==> src/hdl/tse_pkg.sv <==
// tse_pkg: shared constants and types for the trajectory speed estimator.
// No dependencies; used by tse_div and trajectory_speed_estimator_unit in hdl/.
`timescale 1ns / 1ps
`default_nettype none
package tse_pkg;
   localparam int unsigned MaxSegments = 65535;
   localparam int unsigned CountW = 16;
   localparam int unsigned SumW = 48;

   // Request to the restoring divider.
   typedef struct packed {
      logic        start;
      logic [63:0] dividend;
      logic [47:0] divisor;
   } div_req_type;

   // Status back from the divider.
   typedef struct packed {
      logic        done;
      logic [63:0] quotient;
   } div_rsp_type;
endpackage
`default_nettype wire

==> src/hdl/tse_div.sv <==
// tse_div: bit-serial restoring divider, one quotient bit per cycle.
// Depends on tse_pkg.
`timescale 1ns / 1ps
`default_nettype none
module tse_div (
   input  wire logic               clock,
   input  wire logic               reset,
   input  wire tse_pkg::div_req_type req,
   output tse_pkg::div_rsp_type    rsp
);
   logic [63:0] quo_ff, quo_in;
   logic [48:0] rem_ff, rem_in;
   logic [47:0] den_ff, den_in;
   logic [6:0]  cnt_ff, cnt_in;
   logic        busy_ff, busy_in;
   logic        done_ff, done_in;
   logic [48:0] trial;
   logic [49:0] diff;

   always_comb begin
      trial = {rem_ff[47:0], quo_ff[63]};
      diff = {1'b0, trial} - {2'b0, den_ff};
      quo_in = quo_ff;
      rem_in = rem_ff;
      den_in = den_ff;
      cnt_in = cnt_ff;
      busy_in = busy_ff;
      done_in = 1'b0;
      if (req.start) begin
         quo_in = req.dividend;
         rem_in = '0;
         den_in = req.divisor;
         cnt_in = '0;
         busy_in = 1'b1;
      end else if (busy_ff) begin
         if (!diff[49]) begin
            rem_in = diff[48:0];
            quo_in = {quo_ff[62:0], 1'b1};
         end else begin
            rem_in = trial;
            quo_in = {quo_ff[62:0], 1'b0};
         end
         cnt_in = cnt_ff + 7'd1;
         if (cnt_ff == 7'd63) begin
            busy_in = 1'b0;
            done_in = 1'b1;
         end
      end
   end

   always_ff @(posedge clock) begin
      quo_ff <= quo_in;
      rem_ff <= rem_in;
      den_ff <= den_in;
      cnt_ff <= cnt_in;
      if (reset) begin
         busy_ff <= 1'b0;
         done_ff <= 1'b0;
      end else begin
         busy_ff <= busy_in;
         done_ff <= done_in;
      end
   end

   assign rsp.done = done_ff;
   assign rsp.quotient = quo_ff;
endmodule
`default_nettype wire

==> src/hdl/tse_sqrt.sv <==
// tse_sqrt: digit-by-digit integer square root, one result bit per cycle.
// No dependencies; does not use tse_pkg.
`timescale 1ns / 1ps
`default_nettype none
module tse_sqrt (
   input  wire logic        clock,
   input  wire logic        reset,
   input  wire logic        start,
   input  wire logic [63:0] radicand,
   output logic             done,
   output logic [31:0]      root
);
   logic [63:0] rad_ff, rad_in;
   logic [33:0] rem_ff, rem_in;
   logic [31:0] root_ff, root_in;
   logic [5:0]  cnt_ff, cnt_in;
   logic        busy_ff, busy_in;
   logic        done_ff, done_in;
   logic [33:0] trial;
   logic [33:0] sub;

   always_comb begin
      trial = {rem_ff[31:0], rad_ff[63:62]};
      sub = {root_ff, 2'b01};
      rad_in = rad_ff;
      rem_in = rem_ff;
      root_in = root_ff;
      cnt_in = cnt_ff;
      busy_in = busy_ff;
      done_in = 1'b0;
      if (start) begin
         rad_in = radicand;
         rem_in = '0;
         root_in = '0;
         cnt_in = '0;
         busy_in = 1'b1;
      end else if (busy_ff) begin
         rad_in = {rad_ff[61:0], 2'b00};
         if (trial >= sub) begin
            rem_in = trial - sub;
            root_in = {root_ff[30:0], 1'b1};
         end else begin
            rem_in = trial;
            root_in = {root_ff[30:0], 1'b0};
         end
         cnt_in = cnt_ff + 6'd1;
         if (cnt_ff == 6'd31) begin
            busy_in = 1'b0;
            done_in = 1'b1;
         end
      end
   end

   always_ff @(posedge clock) begin
      rad_ff <= rad_in;
      rem_ff <= rem_in;
      root_ff <= root_in;
      cnt_ff <= cnt_in;
      if (reset) begin
         busy_ff <= 1'b0;
         done_ff <= 1'b0;
      end else begin
         busy_ff <= busy_in;
         done_ff <= done_in;
      end
   end

   assign done = done_ff;
   assign root = root_ff;
endmodule
`default_nettype wire

==> src/hdl/tse_mul.sv <==
// tse_mul: bit-serial squarer/accumulator: acc += a*a, one multiplier bit per cycle.
// Used twice per segment to form vx^2 + vy^2; no dependencies.
`timescale 1ns / 1ps
`default_nettype none
module tse_mul (
   input  wire logic        clock,
   input  wire logic        reset,
   input  wire logic        start,
   input  wire logic        clear_acc,
   input  wire logic [31:0] operand,
   output logic             done,
   output logic [63:0]      acc
);
   logic [63:0] acc_ff, acc_in;
   logic [63:0] mcand_ff, mcand_in;
   logic [31:0] mplier_ff, mplier_in;
   logic [5:0]  cnt_ff, cnt_in;
   logic        busy_ff, busy_in;
   logic        done_ff, done_in;

   always_comb begin
      acc_in = acc_ff;
      mcand_in = mcand_ff;
      mplier_in = mplier_ff;
      cnt_in = cnt_ff;
      busy_in = busy_ff;
      done_in = 1'b0;
      if (start) begin
         if (clear_acc) acc_in = '0;
         mcand_in = {32'b0, operand};
         mplier_in = operand;
         cnt_in = '0;
         busy_in = 1'b1;
      end else if (busy_ff) begin
         if (mplier_ff[0]) acc_in = acc_ff + mcand_ff;
         mcand_in = {mcand_ff[62:0], 1'b0};
         mplier_in = {1'b0, mplier_ff[31:1]};
         cnt_in = cnt_ff + 6'd1;
         if (cnt_ff == 6'd31) begin
            busy_in = 1'b0;
            done_in = 1'b1;
         end
      end
   end

   always_ff @(posedge clock) begin
      acc_ff <= acc_in;
      mcand_ff <= mcand_in;
      mplier_ff <= mplier_in;
      cnt_ff <= cnt_in;
      if (reset) begin
         busy_ff <= 1'b0;
         done_ff <= 1'b0;
      end else begin
         busy_ff <= busy_in;
         done_ff <= done_in;
      end
   end

   assign done = done_ff;
   assign acc = acc_ff;
endmodule
`default_nettype wire

==> src/hdl/trajectory_speed_estimator_unit.sv <==
// trajectory_speed_estimator_unit: top level, sequencer around serial divide,
// square and square-root units. Depends on tse_pkg, tse_div, tse_mul, tse_sqrt.
//
//  channel | direction | payload
//  req_    | in        | tdata = sample_time, pos_x, pos_y; tuser = track_start
//  rsp_    | out       | tdata = vel_x, vel_y, speed, mid_time, speed_min,
//          |           |         speed_max, speed_avg
//
// For a segment beat the sequencer runs two divides (vx, vy), two squarings, a
// root and an average divide on the shared divider, then loads the output
// register that raises rsp_tvalid. A track-start sample, or the first sample
// after reset, is absorbed without a result. Reset clears history and stats.
// The result is held in the output register until taken; the next beat is
// accepted only once the result register is free.
`timescale 1ns / 1ps
`default_nettype none
module trajectory_speed_estimator_unit (
   input  wire logic         clock,
   input  wire logic         reset,
   input  wire logic         req_tvalid,
   output logic              req_tready,
   // sample_time[31:0], pos_x[63:32], pos_y[95:64]
   input  wire logic [95:0]  req_tdata,
   // track_start[0]
   input  wire logic         req_tuser,
   output logic              rsp_tvalid,
   input  wire logic         rsp_tready,
   // vel_x, vel_y, speed, mid_time, speed_min, speed_max, speed_avg (32 bits each)
   output logic [223:0]      rsp_tdata
);
   typedef enum logic [3:0] {
      S_IDLE, S_DIVX, S_WX, S_DIVY, S_WY, S_SQX, S_WSQX, S_SQY, S_WSQY, S_ROOT,
      S_STATS, S_AVG, S_WAVG, S_OUT
   } state_type;

   state_type state_ff;
   logic [31:0] prev_t_ff, prev_x_ff, prev_y_ff;
   logic        have_prev_ff;
   logic [31:0] min_ff, max_ff;
   logic [tse_pkg::SumW-1:0]   sum_ff;
   logic [tse_pkg::CountW-1:0] cnt_ff;
   logic [31:0] vx_ff, vy_ff, spd_ff, mid_ff;
   logic [32:0] dt_ff, dx_ff, dy_ff;
   logic        out_valid_ff;
   logic [223:0] out_ff;

   tse_pkg::div_req_type div_req;
   tse_pkg::div_rsp_type div_rsp;
   logic        mul_start, mul_clear, mul_done, sq_start, sq_done;
   logic [31:0] mul_op, root;
   logic [63:0] mul_acc;

   tse_div u_div (.clock(clock), .reset(reset), .req(div_req), .rsp(div_rsp));
   tse_mul u_mul (.clock(clock), .reset(reset), .start(mul_start), .clear_acc(mul_clear),
                  .operand(mul_op), .done(mul_done), .acc(mul_acc));
   tse_sqrt u_sqrt (.clock(clock), .reset(reset), .start(sq_start), .radicand(mul_acc),
                    .done(sq_done), .root(root));

   logic [32:0] adt, anum;
   logic        neg;
   logic [31:0] vsat;
   logic [32:0] mag_x, mag_y;
   logic [48:0] sum_next;
   logic [31:0] smin, smax;

   assign req_tready = (state_ff == S_IDLE) && !out_valid_ff;
   assign rsp_tvalid = out_valid_ff;
   assign rsp_tdata = out_ff;

   always_comb begin
      adt = dt_ff[32] ? (~dt_ff + 33'd1) : dt_ff;
      anum = (state_ff == S_WX || state_ff == S_DIVX) ? dx_ff : dy_ff;
      neg = anum[32] ^ dt_ff[32];
      if (anum[32]) anum = ~anum + 33'd1;
      // saturate divider quotient into signed 32
      if (neg) begin
         if (div_rsp.quotient > 64'h8000_0000) vsat = 32'h8000_0000;
         else vsat = 32'(~div_rsp.quotient[31:0] + 32'd1);
      end else begin
         if (div_rsp.quotient > 64'h7FFF_FFFF) vsat = 32'h7FFF_FFFF;
         else vsat = div_rsp.quotient[31:0];
      end
      if (dt_ff == '0) vsat = '0;
      mag_x = vx_ff[31] ? (33'd0 - {1'b1, vx_ff}) : {1'b0, vx_ff};
      mag_y = vy_ff[31] ? (33'd0 - {1'b1, vy_ff}) : {1'b0, vy_ff};

      div_req.start = (state_ff == S_DIVX) || (state_ff == S_DIVY) || (state_ff == S_AVG);
      if (state_ff == S_AVG) begin
         div_req.dividend = {16'b0, sum_ff};
         div_req.divisor = {32'b0, cnt_ff};
      end else begin
         div_req.dividend = {15'b0, anum, 16'b0};
         div_req.divisor = {15'b0, adt};
      end
      mul_start = (state_ff == S_SQX) || (state_ff == S_SQY);
      mul_clear = (state_ff == S_SQX);
      mul_op = (state_ff == S_SQX) ? mag_x[31:0] : mag_y[31:0];
      sq_start = (state_ff == S_ROOT);

      // stats take the new root in the cycle it arrives
      sum_next = {1'b0, sum_ff} + {17'b0, root};
      smin = (root < min_ff) ? root : min_ff;
      smax = (root > max_ff) ? root : max_ff;
   end

   always_ff @(posedge clock) begin
      if (reset) begin
         state_ff <= S_IDLE;
         have_prev_ff <= 1'b0;
         out_valid_ff <= 1'b0;
         min_ff <= '1;
         max_ff <= '0;
         sum_ff <= '0;
         cnt_ff <= '0;
         prev_t_ff <= '0;
         prev_x_ff <= '0;
         prev_y_ff <= '0;
      end else begin
         if (out_valid_ff && rsp_tready) out_valid_ff <= 1'b0;
         case (state_ff)
            S_IDLE: begin
               if (req_tvalid && req_tready) begin
                  prev_t_ff <= req_tdata[31:0];
                  prev_x_ff <= req_tdata[63:32];
                  prev_y_ff <= req_tdata[95:64];
                  have_prev_ff <= 1'b1;
                  if (req_tuser || !have_prev_ff) begin
                     min_ff <= '1;
                     max_ff <= '0;
                     sum_ff <= '0;
                     cnt_ff <= '0;
                  end else begin
                     mid_ff <= 32'(({1'b0, req_tdata[31:0]} + {1'b0, prev_t_ff}) >> 1);
                     dt_ff <= {1'b0, req_tdata[31:0]} - {1'b0, prev_t_ff};
                     dx_ff <= {req_tdata[63], req_tdata[63:32]} - {prev_x_ff[31], prev_x_ff};
                     dy_ff <= {req_tdata[95], req_tdata[95:64]} - {prev_y_ff[31], prev_y_ff};
                     state_ff <= S_DIVX;
                  end
               end
            end
            S_DIVX: state_ff <= S_WX;
            S_WX: if (div_rsp.done) begin
               vx_ff <= vsat;
               state_ff <= S_DIVY;
            end
            S_DIVY: state_ff <= S_WY;
            S_WY: if (div_rsp.done) begin
               vy_ff <= vsat;
               state_ff <= S_SQX;
            end
            S_SQX: state_ff <= S_WSQX;
            S_WSQX: if (mul_done) state_ff <= S_SQY;
            S_SQY: state_ff <= S_WSQY;
            S_WSQY: if (mul_done) state_ff <= S_ROOT;
            S_ROOT: state_ff <= S_STATS;
            S_STATS: if (sq_done) begin
               spd_ff <= root;
               min_ff <= smin;
               max_ff <= smax;
               if (32'(cnt_ff) < tse_pkg::MaxSegments) begin
                  cnt_ff <= cnt_ff + 1'b1;
                  sum_ff <= sum_next[48] ? '1 : sum_next[47:0];
               end
               state_ff <= S_AVG;
            end
            S_AVG: state_ff <= S_WAVG;
            S_WAVG: if (div_rsp.done) state_ff <= S_OUT;
            S_OUT: begin
               out_ff <= {(div_rsp.quotient > 64'hFFFF_FFFF) ? 32'hFFFF_FFFF
                          : div_rsp.quotient[31:0], max_ff, min_ff, mid_ff, spd_ff,
                          vy_ff, vx_ff};
               out_valid_ff <= 1'b1;
               state_ff <= S_IDLE;
            end
            default: state_ff <= S_IDLE;
         endcase
      end
   end
endmodule
`default_nettype wire

==> config.mk <==
export PLATFORM = sky130hd
export DESIGN_NAME = trajectory_speed_estimator_unit
export DESIGN_NICKNAME = d
export VERILOG_FILES = /design/src/hdl/tse_pkg.sv /design/src/hdl/tse_div.sv /design/src/hdl/tse_sqrt.sv /design/src/hdl/tse_mul.sv /design/src/hdl/trajectory_speed_estimator_unit.sv
export SDC_FILE = /design/constraint.sdc
export NUM_CORES = 2
export LEC_CHECK = 0
export BUFFER_PORTS_ARGS = -buffer_cell sky130_fd_sc_hd__buf_2
export CORE_UTILIZATION = 45
export CTS_CLUSTER_DIAMETER = 80
export DETAILED_ROUTE_END_ITERATION = 10
export PLACE_DENSITY = 0.58
export SLEW_MARGIN = 20
export SYNTH_ARGS = -nofsm -noshare
export SYNTH_HDL_FRONTEND = slang
export SYNTH_SLANG_ARGS = --single-unit
==> constraint.sdc <==
create_clock -name clock -period 27.5 [get_ports clock]
set_clock_uncertainty 0.05 [all_clocks]
set_input_delay 5.5 -clock clock [delete_from_list [all_inputs] [get_ports clock]]
set_output_delay 5.5 -clock clock [all_outputs]
set_load 0.02 [all_outputs]
# Word level (Yosys, flattened, before mapping)

Index checks and enable logic that the tools add are counted.

Flip-flop bits (word level): 1,154
Bits in latches: 0
RAM bits: 0
Memory bits (read-only): 0
Bits of input ports: 101
Output and inout port bits: 226
Memories: 0

Add/sub/neg operators: 17
$mul: 0
Divide/modulo/power cells: 0
$lt $le $gt $ge: 7
Equality and inequality tests: 29
Shifts and indexed selects: 0
Multiplexer cells: 71
Bitwise logic cells: 10
Reductions and logical operators: 33

Operators by type and width:

| operator                | count |
|---|---|
| $mux W32                | 20 |
| $mux W64                | 8 |
| $mux W48                | 6 |
| $gt A64 B32 Y1 const B  | 2 |
| $pmux W32 S2            | 2 |
| $mux W33                | 3 |
| $sub A32 B32 Y33        | 3 |
| $mux W97                | 1 |
| $pmux W48 S2            | 1 |
| $add A33 B1 Y33 const B | 2 |
| $not A33 Y33            | 2 |
| $add A64 B64 Y64        | 1 |
| $gt A64 B31 Y1 const B  | 1 |
| $mux W16                | 4 |
| $sub A1 B32 Y32 const A | 2 |
| $pmux W4 S13            | 1 |
| $sub A49 B48 Y50        | 1 |
| $add A48 B32 Y49        | 1 |
| $ge A34 B34 Y1          | 1 |
| $add A32 B32 Y33        | 1 |
| $logic_not A33 Y1       | 1 |
| $add A32 B1 Y32 const B | 1 |
| $gt A32 B32 Y1          | 1 |
| $lt A32 B32 Y1          | 1 |
| 31 further kinds        | 100 |

# Longest topological paths before layout

Word-level depth: 8
Depth in mapped cells: 18
Mapped depth without buffers: 15

# Modules after synthesis

A second synthesis with hierarchy kept.

Cells, all modules: 6,408
Area, all modules: 63,691.1 µm²

By module, submodules not included:

| module                          | times used | cells an instance | area each (µm²) | seq. area each (µm²) |
|---|---|---|---|---|
| trajectory_speed_estimator_unit | 1          | 3,645             | 36,412.4        | 18,147.4 |
| tse_mul                         | 1          | 1,073             | 10,112.2        | 4,644.5 |
| tse_div                         | 1          | 959               | 9,703.1         | 4,504.3 |
| tse_sqrt                        | 1          | 731               | 7,463.4         | 3,363.2 |

# Least setup slack after synthesis

Ideal clock, no wire load.

Kind: input-to-reg
Start: input reset
End: register out_ff[0] (netlist: rsp_tdata[0]), enable pin
Data arrival time: 21.003 ns
Required time: 26.365 ns
Slack: 5.362 ns
Cell stages on the path: 3
Path buffers: 2
Cells stage by stage: clkbuf_1 -> clkbuf_1 -> nor3_1

Longest elaborated chain between the ends: 2

Ends and longest elaborated chain:

| what                               | RTL line                               | source |
|---|---|---|
| start: declaration                 | trajectory_speed_estimator_unit.sv:19  | `input wire logic reset,` |
| $not A1 Y1 (no source line)        | --                                     |  |
| $reduce_and A2 Y1 (no source line) | --                                     |  |
| end signal: assignment             | trajectory_speed_estimator_unit.sv:169 | `out_ff <= {(div_rsp.quotient > 64'hFFFF_FFFF) ? 32'hFFFF_FFFF` |
| end: declaration                   | trajectory_speed_estimator_unit.sv:45  | `logic [223:0] out_ff;` |

Every way passes these cells.
A chain may end at the register's enable or synchronous reset.

# Worst setup path after layout

Start: input req_tdata[8]
End: register mid_ff[28], data pin

Longest elaborated chain between the ends: 1

Ends and longest elaborated chain:

| what                   | RTL line                               | source |
|---|---|---|
| start: declaration     | trajectory_speed_estimator_unit.sv:23  | `input wire logic [95:0] req_tdata,` |
| $add A32 B32 Y33       | trajectory_speed_estimator_unit.sv:133 | `mid_ff <= 32'(({1'b0, req_tdata[31:0]} + {1'b0, prev_t_ff}) >> 1);` |
| end signal: assignment | trajectory_speed_estimator_unit.sv:133 |  |
| end: declaration       | trajectory_speed_estimator_unit.sv:42  | `logic [31:0] vx_ff, vy_ff, spd_ff, mid_ff;` |

Every way passes these cells.

==> summary.md <==
| Metric | Value |
|---|---|
| Result of the run | `complete, no violations` |
| Gr ovfl total | `0` |
| Total length of routed wires | `166 mm` |
| Setup Total Neg Slack | `0 ps` |
| Avg Synthesized Cell Area | `9.70 um2` |
| Netlist area before placement | `61600 um2` |
| Die H | `372 um` |
| Final period utilization | `30.8%` |
| Rel. slew slack | `16.1%` |
| Die area | `138000 um2` |
| Crit-path cells | `buf_2 > ha_1 > inv_1 > a21oi_1 > o221ai_1 > a221oi_1 > a211oi_1 > o41ai_1 > nor3_1 > o31ai_1 > o21ba_2 > o21bai_1 > xnor2_1` |
| PwrDens | `83.3 nW/um2` |
| Top achievable clock speed | `118 MHz` |
| Synth warnings | `0` |
| TritonCTS sink count | `1139` |
| Die W | `372 um` |
| Largest driver fanout on the critical path | `7` |
| EDFF count, synth | `740` |
| Number of DRC markers in iteration 0 | `3751` |
| Filler Cells Inserted | `12500` |
| HP Class | `reg -> reg` |
| Count of cells resized by post-cts repair | `0` |
| Library cell used as clock root buffer | `clkbuf_16` |
| Required time worst endpoint | `27960 ps` |
| Nature of the critical path endpoint | `flip-flop` |
| Effective utilization at floorplan | `45.4%` |
| Antenna violations before repair | `7` |
| Critical path start-end classification | `in -> reg` |
| Endpoint arrival time on the critical path | `8940 ps` |
| Share of synthesized flip-flops with an asynchronous set or reset | `0%` |
| Setup violation total in the final timing report | `0` |
| Post-synth net total | `6814` |
| Worst-case vdd ir drop | `0.0648 mV` |
| Area overhead of the layout relative to synthesis | `12.5%` |
| Count of distinct cell types in the synthesized netlist | `82` |
| Setup slack of the worst register-to-register path | `22430 ps` |
| Latest clock arrival within the worst-skew pair | `780 ps` |
| Count of pins over their slew limit | `0` |
| Slowest-stage cell, CP | `a221oi_1` |
| First-pass GRT wire length | `257 mm` |
| Number of I/O port buffers | `326` |
| Vias in the first global route | `44500` |
| Final Hold Violating Endpoints | `0` |
| Final layout net count | `7053` |
| Number of detailed-route iterations in the first pass | `6` |
| Max incr delay on CP | `750 ps` |
| Count of hold buffers inserted by post-cts repair | `0` |
| Core region area | `136000 um2` |
| DRT antenna net count | `0` |
| Static Leak | `0.0275 uW` |
| Clock Pin Slew Worst Setup and Hold Paths | `60 ps` |
| Gr usage total | `23.7%` |
| Startpoint class of the critical path | `primary input` |
| Total number of placement rows | `135` |
| Total buffers and inverters traversed by the critical path | `2` |
| Total power draw | `5770 uW` |
| Combined area of the multi-input logic cells | `29100 um2` |
| Pin count of the biggest net entering global routing | `162` |
| Num CTS Buffers | `132` |
| DRC Markers | `0` |
| Crit path time final | `8480 ps` |
| Actual slew at the worst max-slew pin | `1260 ps` |
| Max-cap violations | `0` |
| DR WL/cell | `19.5 um` |
| Primary FF master, synth | `edfxtp_1` |
| Count of H-tree levels built during CTS | `4` |
| Number of standard cells after synthesis | `6343` |
| Post-synthesis sequential area ratio | `49.1%` |
| CTS tree | `built` |
| Dominant delay contributor by cell family on the critical path | `compound AO/OA/AOI/OAI gates` |
| Max Root-Sink Buffers | `3` |
| Total number of vias | `47000` |
| Total of flip-flops plus latches after synthesis | `1139` |
| Setup bufs post-CTS | `0` |
| Final Wtd Congestion | `0.908` |
| Count of pins on the block boundary | `327` |
| Footprint of the flip-flops and latches | `30200 um2` |
| Share of cells above drive strength 1 | `9.92%` |
| RSZ-0062 raised after global routing | `no` |
| Detailed-route vias per instance | `5.55` |
| HPWL Detailed | `119 mm` |
[sequential cells by signal (all words and copies together), names as in the netlist, 33 cells and up]
signal	flops
dt_ff	33
dx_ff	33
dy_ff	33
rsp_tdata	224
sum_ff	48
u_div.den_ff	33
u_div.quo_ff	64
u_div.rem_ff	48
u_mul.acc	64
u_mul.mcand_ff	64
u_sqrt.rad_ff	64
[cell usage in the layout, fill, tap and decap left out, types with 64 or more instances in the layout]
cell type / n
nand3_1: 81
a21oi_1: 542
clkbuf_16: 139
nand2_1: 885
nor2_1: 521
edfxtp_1: 740
ha_1: 363
nor3_1: 97
a21o_1: 152
dfxtp_1: 396
mux2i_1: 161
o21ai_0: 359
or3_1: 85
xnor2_1: 227
buf_2: 325
xor2_1: 180
buf_4: 67
nand4_1: 64
inv_1: 342
[routing by layer]
metal  vias to the layer above  part of all wire, %  routed length [um]  global-route usage (%)
met1                     22400                   47               78500                    33.6
met2                      1206                   45               74700                    37.3
met4                         2                  2.2                3680                    6.41
met5                         -               0.0078                  13                       0
met3                       229                  5.3                8730                    3.78
li1                      23200                    -                   -                       -
[cells in the mapped netlist, drive strengths merged (32+ instances only)]
master	count	area share [%]
a21oi	542	4.4
and3	39	0.40
xnor2	229	3.3
nor2	525	3.2
xor2	180	2.6
nand2	889	5.4
o211ai	32	0.39
inv	345	2.1
o21a	53	0.65
nor4	38	0.39
a21o	152	1.9
or3	86	0.88
a211oi	57	0.70
nor3	102	0.84
edfxtp	740	36
o31ai	47	0.57
mux2i	162	2.6
ha	363	7.4
dfxtp	399	13
o22a	32	0.46
o21bai	46	0.56
nand2b	51	0.52
clkbuf	266	1.6
nor2b	57	0.58
a311oi	34	0.48
nand4	64	0.65
and2	34	0.35
nand3	81	0.66
o21ai	361	2.9
a31oi	46	0.47
[cell type report]
class	instances	share of cell area [%]
antenna	2	0.00723
clock buffer	179	5.41
clock inverter	65	0.809
inverter	345	1.87
multi-input combinational	4570	41.9
sequential	1139	43.6
tap	1781	3.22
timing repair buffer	394	3.12
[worst paths after layout]
| kind | startpoint | to | cells after the start |
|---|---|---|---|
| worst max-delay path | req_tdata[8] | mid_ff[28] | 13 |
| worst max register to register | dt_ff[0] | vy_ff[28] | 13 |
| worst min register to register | mid_ff[17] | rsp_tdata[113] | 0 |
| worst min-delay path | mid_ff[17] | rsp_tdata[113] | 0 |
[metrics by stage]
stage | hold WS (ps) | instances | cell area, um2 | worst slack (ps) | utilization (%)
floorplan | 350 | 6343 | 61600 | 5360 | -
CTS | 363 | 8472 | 69300 | 19130 | 51.1
detailed placement | 355 | 8228 | 64900 | 18320 | 47.9
global placement | 351 | 8228 | 64900 | 18370 | 47.9
global route | 366 | 8473 | 69300 | 18860 | 51.1
finish | 361 | 8475 | 69300 | 19020 | 51.1
[worst register-to-register path, cell delays in order, from the launching register on]
cell and delay, ps:
edfxtp_1 390, inv_1 130, ha_1 180, nand2b_1 70, or4_1 420, or2_2 310
or3_1 410, or3_1 390, nor2_1 150, nand3_1 150, nor3_1 520, ha_1 430
or2_1 880, a21oi_1 260
[kinds of logic after synthesis]
family / after synthesis / share of synthesized area [%]
AO/OA/AOI/OAI: 1577 / 15.9
AND/OR/NAND/NOR: 2049 / 14.9
XOR/XNOR: 409 / 5.82
adder cells (fa/ha/maj): 370 / 7.61
flip-flops: 1139 / 49.1
buffers and inverters: 634 / 3.95
multiplexers: 165 / 2.69
[power breakdown]
| group | switching (uW) | internal, uW | total [uW] |
|---|---|---|---|
| logic | 1100 | 669 | 1770 |
| clock network | 735 | 1020 | 1750 |
| registers | 160 | 2090 | 2250 |
Power figures use the tool's default switching activity.
